===== src/hdl/median_of_two_sorted_arrays_core_macros.svh =====
// assertion helpers shared by the rtl files
`ifndef MEDIAN_OF_TWO_SORTED_ARRAYS_CORE_MACROS_SVH
`define MEDIAN_OF_TWO_SORTED_ARRAYS_CORE_MACROS_SVH

// same-cycle implication
`define MSA_ASSERT_IMP(lbl, clk, rst, ante, cons) \
   lbl: assert property (@(posedge clk) disable iff (rst) (ante) |-> (cons)) \
      else $error("msa: same-cycle check failed");

// next-cycle implication
`define MSA_ASSERT_NXT(lbl, clk, rst, ante, cons) \
   lbl: assert property (@(posedge clk) disable iff (rst) (ante) |=> (cons)) \
      else $error("msa: next-cycle check failed");

`endif


===== src/hdl/msa_pkg.sv =====
package msa_pkg;

   localparam int unsigned ValueWidth  = 32;
   localparam int unsigned MedianWidth = 33;

   typedef logic [1:0] opcode_type;

   localparam opcode_type OP_APPEND_FIRST  = 2'd0;
   localparam opcode_type OP_APPEND_SECOND = 2'd1;
   localparam opcode_type OP_COMPUTE       = 2'd2;

   typedef enum logic [2:0] {
      S_IDLE,
      S_SEARCH,
      S_COMPARE,
      S_NEIGH_HI,
      S_NEIGH_END,
      S_DONE
   } state_type;

   typedef enum logic [3:0] {
      DP_NOP,
      DP_APPEND,
      DP_START,
      DP_ISSUE_MID,
      DP_UPDATE,
      DP_ISSUE_LO,
      DP_ISSUE_HI,
      DP_TAKE_HI,
      DP_EMIT
   } dp_op_type;

   typedef struct packed {
      dp_op_type op;
      logic      to_second;
   } dp_cmd_type;

   typedef struct packed {
      logic empty;
      logic search_done;
      logic out_busy;
   } dp_status_type;

endpackage


===== src/hdl/msa_ctrl.sv =====
`include "median_of_two_sorted_arrays_core_macros.svh"

module msa_ctrl
   import msa_pkg::*;
(
   input  logic          clock,
   input  logic          reset,
   input  logic          req_valid,
   input  opcode_type    req_opcode,
   output logic          req_ready,
   input  dp_status_type status_i,
   output dp_cmd_type    cmd_o
);

   state_type state_ff;
   state_type state_in;

   always_ff @(posedge clock) begin
      if (reset) begin
         state_ff <= S_IDLE;
      end else begin
         state_ff <= state_in;
      end
   end

   always_comb begin
      state_in        = state_ff;
      cmd_o.op        = DP_NOP;
      cmd_o.to_second = 1'b0;
      req_ready       = 1'b0;
      case (state_ff)
         S_IDLE: begin
            req_ready = 1'b1;
            if (req_valid) begin
               case (req_opcode)
                  OP_APPEND_FIRST: begin
                     cmd_o.op = DP_APPEND;
                  end
                  OP_APPEND_SECOND: begin
                     cmd_o.op        = DP_APPEND;
                     cmd_o.to_second = 1'b1;
                  end
                  OP_COMPUTE: begin
                     cmd_o.op = DP_START;
                     state_in = S_SEARCH;
                  end
                  default: ;
               endcase
            end
         end
         S_SEARCH: begin
            if (status_i.empty) begin
               state_in = S_DONE;
            end else if (!status_i.search_done) begin
               cmd_o.op = DP_ISSUE_MID;
               state_in = S_COMPARE;
            end else begin
               cmd_o.op = DP_ISSUE_LO;
               state_in = S_NEIGH_HI;
            end
         end
         S_COMPARE: begin
            cmd_o.op = DP_UPDATE;
            state_in = S_SEARCH;
         end
         S_NEIGH_HI: begin
            cmd_o.op = DP_ISSUE_HI;
            state_in = S_NEIGH_END;
         end
         S_NEIGH_END: begin
            cmd_o.op = DP_TAKE_HI;
            state_in = S_DONE;
         end
         S_DONE: begin
            // hold until the result register is free
            if (!status_i.out_busy) begin
               cmd_o.op = DP_EMIT;
               state_in = S_IDLE;
            end
         end
         default: begin
            state_in = S_IDLE;
         end
      endcase
   end

   `MSA_ASSERT_NXT(a_start_to_search, clock, reset, cmd_o.op == DP_START, state_ff == S_SEARCH)
   `MSA_ASSERT_NXT(a_compare_returns, clock, reset, state_ff == S_COMPARE, state_ff == S_SEARCH)
   `MSA_ASSERT_IMP(a_emit_when_free, clock, reset, cmd_o.op == DP_EMIT, !status_i.out_busy)

endmodule


===== config.mk =====
export PLATFORM = sky130hd
export DESIGN_NAME = msa_ctrl
export DESIGN_NICKNAME = d
export VERILOG_FILES = /design/src/hdl/msa_pkg.sv /design/src/hdl/msa_ctrl.sv
export VERILOG_INCLUDE_DIRS = /design/src /design/src/hdl
export SDC_FILE = /design/constraint.sdc
export NUM_CORES = 1
export LEC_CHECK = 0
export ABC_AREA = 1
export BUFFER_PORTS_ARGS = -buffer_cell sky130_fd_sc_hd__buf_2
export CELL_PAD_IN_SITES_DETAIL_PLACEMENT = 0
export CELL_PAD_IN_SITES_GLOBAL_PLACEMENT = 1
export CORE_AREA = 2 2 39 41
export CTS_CLUSTER_SIZE = 14
export DETAILED_ROUTE_END_ITERATION = 8
export DIE_AREA = 0 0 41 43
export GPL_TIMING_DRIVEN = 0
export HOLD_SLACK_MARGIN = 0.15
export PLACE_DENSITY_LB_ADDON = 0.1
export REMOVE_ABC_BUFFERS = 1
export SYNTH_ARGS = -nofsm -noshare
export SYNTH_HDL_FRONTEND = slang
export SYNTH_SLANG_ARGS = --single-unit

===== constraint.sdc =====
create_clock -name clock -period 2.05 [get_ports clock]
set_input_delay 0.41 -clock clock [delete_from_list [all_inputs] [get_ports clock]]
set_output_delay 0.41 -clock clock [all_outputs]
set_load 0.005 [all_outputs]

# Word level (Yosys, flattened, before mapping)
# Index checks and enable logic that the tools add are counted.
[op_classes] n_addsub=0 mul=0 div_mod_pow=0 magnitude_cmp=0 eq_ne=10 shift=0 n_mux=15 n_bitwise=0 n_reduce_logical=4
[op_table] operator="$pmux 4 s6" n=1
[op_table] operator="$mux 3" n=7
[op_table] operator="$pmux 3 s6" n=1
[op_table] operator="$eq 3x2->1 const B" n=2
[op_table] operator="$eq 3x3->1 const B" n=2
[op_table] operator="$mux 1" n=4
[op_table] operator="$mux 4" n=1
[op_table] operator="$ne 2x2->1 const B" n=2
[op_table] operator="$pmux 2 s2" n=1
[op_table] operator="$eq 3x1->1 const B" n=1
[op_table] operator="$logic_not 3->1" n=1
[op_table] operator="$reduce_and 3->1" n=1
[op_table] operator="$eq 2x1->1 const B" n=1
[op_table] operator="$eq 2x2->1 const B" n=1
[op_table] operator="$logic_not 2->1" n=1
[op_table] operator="$ne 2x1->1 const B" n=1
[op_table] operator="$reduce_or 2->1" n=1
[totals] ff_bits=3 latchBits=0 ram_bits=0 rom_bits=0 input_bits=8 output_inout_bits=6 wordCells=30 n_memories=0

# Depth between registers and ports, before layout
[logic_depth] word_depth=5 mapped_depth=7 ltp_nobuf=7

# Worst setup path before layout
# Ideal clock, no wire load.
[synth_timing] kind="register to output" from="register state_ff[0]" to="output port cmd_o[3] (netlist name)" arrival_time_ns=0.826 t_required_ns=1.640 slack_ns=0.814 stages_incl_launch_ff=5 n_path_buf=0 path_cell_list="dfxtp_1 > inv_1 > nor3_2 > nand2_1 > o21ai_1"
[synth_rtl] item="start, declared" line_no="msa_ctrl.sv:15" rtl="state_type state_ff;"
[synth_rtl] item="start signal, assigned" line_no="msa_ctrl.sv:22" rtl="state_ff <= state_in;"
[synth_rtl] item="end, declared" line_no="msa_ctrl.sv:12" rtl="output dp_cmd_type cmd_o"

==> impl_metrics.py <==
metrics = {
    "flow_run": {
        "drv_cap": 0,
    },
    "clock_network": {
        "cts_setup_buffers": 0,
        "clock-root-buffer": "clkbuf_4",
        "htree_levels": 1,
        "numCtsBuffers": 3,
        "cts.clk_slew.worst_paths_ns": 0.03,
        "cts_hold_buf": 0,
        "cts_tree": "yes",
        "cts-resized-gates": 0,
        "insertion_delay_ns": 0.23,
        "ctsLongestPathBuffers": 2,
        "cts.sinks": 3,
    },
    "timing": {
        "finalHoldViolations": 0,
        "clock_skew_ns": 0.002143,
        "tightest_slew_ns": 0.2054,
        "finalCriticalPeriod_ns": 1.677,
        "fin_ws_ns": 0.3728,
        "rsz0062_at_grt": "no",
        "finalSetupViolCount": 0,
        "period_share_pct": 81.81,
        "drv_slew": 0,
        "tns_ns": 0,
        "slew_headroom_pct": 86.23,
        "fmax_mhz": 596.2,
    },
    "global_routing": {
        "grt_first_pass_wirelength_um": 1110,
        "met1_usage_pct": 11.11,
        "grt_use_met2_pct": 13.75,
        "grt_use_met3_pct": 3.141,
        "grt_max_degree": 6,
        "grt_most_used_layer": "met2",
        "grt_antenna_before_repair": 0,
        "overflow": 0,
        "grt_pass1_vias": 296,
        "grt_use_total_pct": 9.400,
    },
    "floorplan": {
        "pin_count": 14,
        "die-area_um2": 1763,
        "design.core.area_um2": 1384,
        "die_w_um": 41,
        "die_h_um": 43,
        "start_util_pct": 19.26,
        "rows": 14,
    },
    "detailed_routing": {
        "routed_wl_um": 639,
        "ant_nets": 0,
        "first_pass_iters": 3,
        "post_drt_wl_per_cell_um": 7.889,
        "drtIter0Drc": 9,
        "drt-vias-per-instance": 3.901,
        "vias": 316,
        "drc": 0,
    },
    "synthesis": {
        "syn_inst": 48,
        "synth_area_um2": 266.5,
        "ys_seq_area_share_pct": 22.54,
        "synth_cell_types": 12,
        "avgSynthCellArea_um2": 5.552,
        "ys_ff_latch": 3,
        "yosys_warnings": 0,
    },
    "worst_hold_path": {
        "worstHoldStart": "reset",
        "hold_path_end": "state_ff[0]$_SDFFE_PP0P_",
        "hold_depth": 2,
        "worstHoldPathType": "in -> reg",
    },
    "power": {
        "powerDensity_nw_per_um2": 769.9,
        "p_leak_nw": 0.2351,
        "ir_drop_mv": 0.3067,
    },
    "layout": {
        "largest_reg_flops": 3,
        "layout_top_registers": "state_ff x3",
        "mostFrequentLayoutCells": "buf_2 (13), nor2_1 (10), nand2_1 (10), inv_1 (9), nand3_1 (6)",
        "drive_gt1_share_pct": 36.92,
        "final_common_cell": "buf_2",
        "area_growth_pct": 41.78,
        "top_register": "state_ff",
        "antennaDiodeCount": 0,
        "nets": 74,
    },
    "critical_path": {
        "worstPathRequired_ns": 1.64,
        "arrival_ns": 1.27,
        "path_max_fanout": 4,
        "r2r_slack_ns": 1.01,
        "r2r_end": "state_ff[2]$_SDFFE_PP0P_",
        "r2r-start": "state_ff[1]$_SDFFE_PP0P_",
        "r2r_cells": 7,
        "setup.worst_path.end_class": "output port",
        "crit_type": "reg -> out",
        "crit_path_start_kind": "flip-flop",
    },
    "placement": {
        "dp_hpwl_um": 562.6,
        "dp_slack_ns": 0.6079,
        "finalWeightedCongestion": 0.6413,
        "portBuffers": 13,
    },
    "status": {
        "status": "finished, final reports clean",
    },
}
worst max-delay path: stages, from the launching register on:
cell,delay (ns)
dfxtp_1,0.37
inv_1,0.09
nor3_2,0.17
nand2_1,0.13
o21ai_1,0.14
buf_2,0.12
through the flow:
step                      hold slack [ns]  instance area, um2  utilization [%]  total power, mW  std cells
after floorplan                    0.4724               266.5                -           0.1509         48
after global placement             0.6099               351.6            25.41           0.1935         77
after detailed placement           0.6103               351.6            25.41           0.1928         77
after CTS                          0.3699               377.9            27.31           0.3005         81
after global routing               0.3795               377.9            27.31           0.3257         81
final                              0.3816               377.9            27.31           0.2909         81
area by class of cell:
type | count | area, um2
Fill cell | 174 | 1006
Multi-Input combinational cell | 33 | 161.4
Timing Repair Buffer | 13 | 65.06
Sequential cell | 3 | 60.06
Inverter | 12 | 45.04
Clock buffer | 4 | 26.28
Tap cell | 16 | 20.02
worst max path at each step:
stage,from,end,slack (ns),cells past startpoint
after floorplan,state_ff[0]$_SDFFE_PP0P_,cmd_o[3],0.81,4
after global placement,state_ff[0]$_SDFFE_PP0P_,cmd_o[3],0.58,5
after detailed placement,state_ff[0]$_SDFFE_PP0P_,cmd_o[3],0.61,5
after CTS,state_ff[0]$_SDFFE_PP0P_,cmd_o[3],0.34,5
after global routing,state_ff[0]$_SDFFE_PP0P_,cmd_o[3],0.16,5
final,state_ff[0]$_SDFFE_PP0P_,cmd_o[3],0.37,5
metal layers:
layer  vias to the layer above  wire length [um]
li1                        179                 -
met1                       131               270
met2                         6               337
met3                         0                31
met4                         0                 0
met5                         -                 0
Yosys cell counts (all sizes together):
| master | instances | area share [%] |
|---|---|---|
| a21oi | 2 | 6.6 |
| dfxtp | 3 | 23 |
| inv | 12 | 17 |
| nand2 | 10 | 14 |
| nand3 | 7 | 15 |
| nand3b | 1 | 2.8 |
| nor2 | 11 | 16 |
| nor3 | 1 | 3.8 |
| o21ai | 1 | 1.9 |
logic make-up after synthesis:
family,synth area share [%]
AO/OA/AOI/OAI,8.450
buffers and inverters,16.90
flip-flops,22.54
AND/OR/NAND/NOR,52.12
power breakdown:
part	leakage, nW	internal, mW	switching (mW)
clock	0.0150	0.0728	0.0291
combinational	0.196	0.0489	0.0641
sequential	0.0244	0.0665	0.00946
Power figures use the tool's default switching activity.
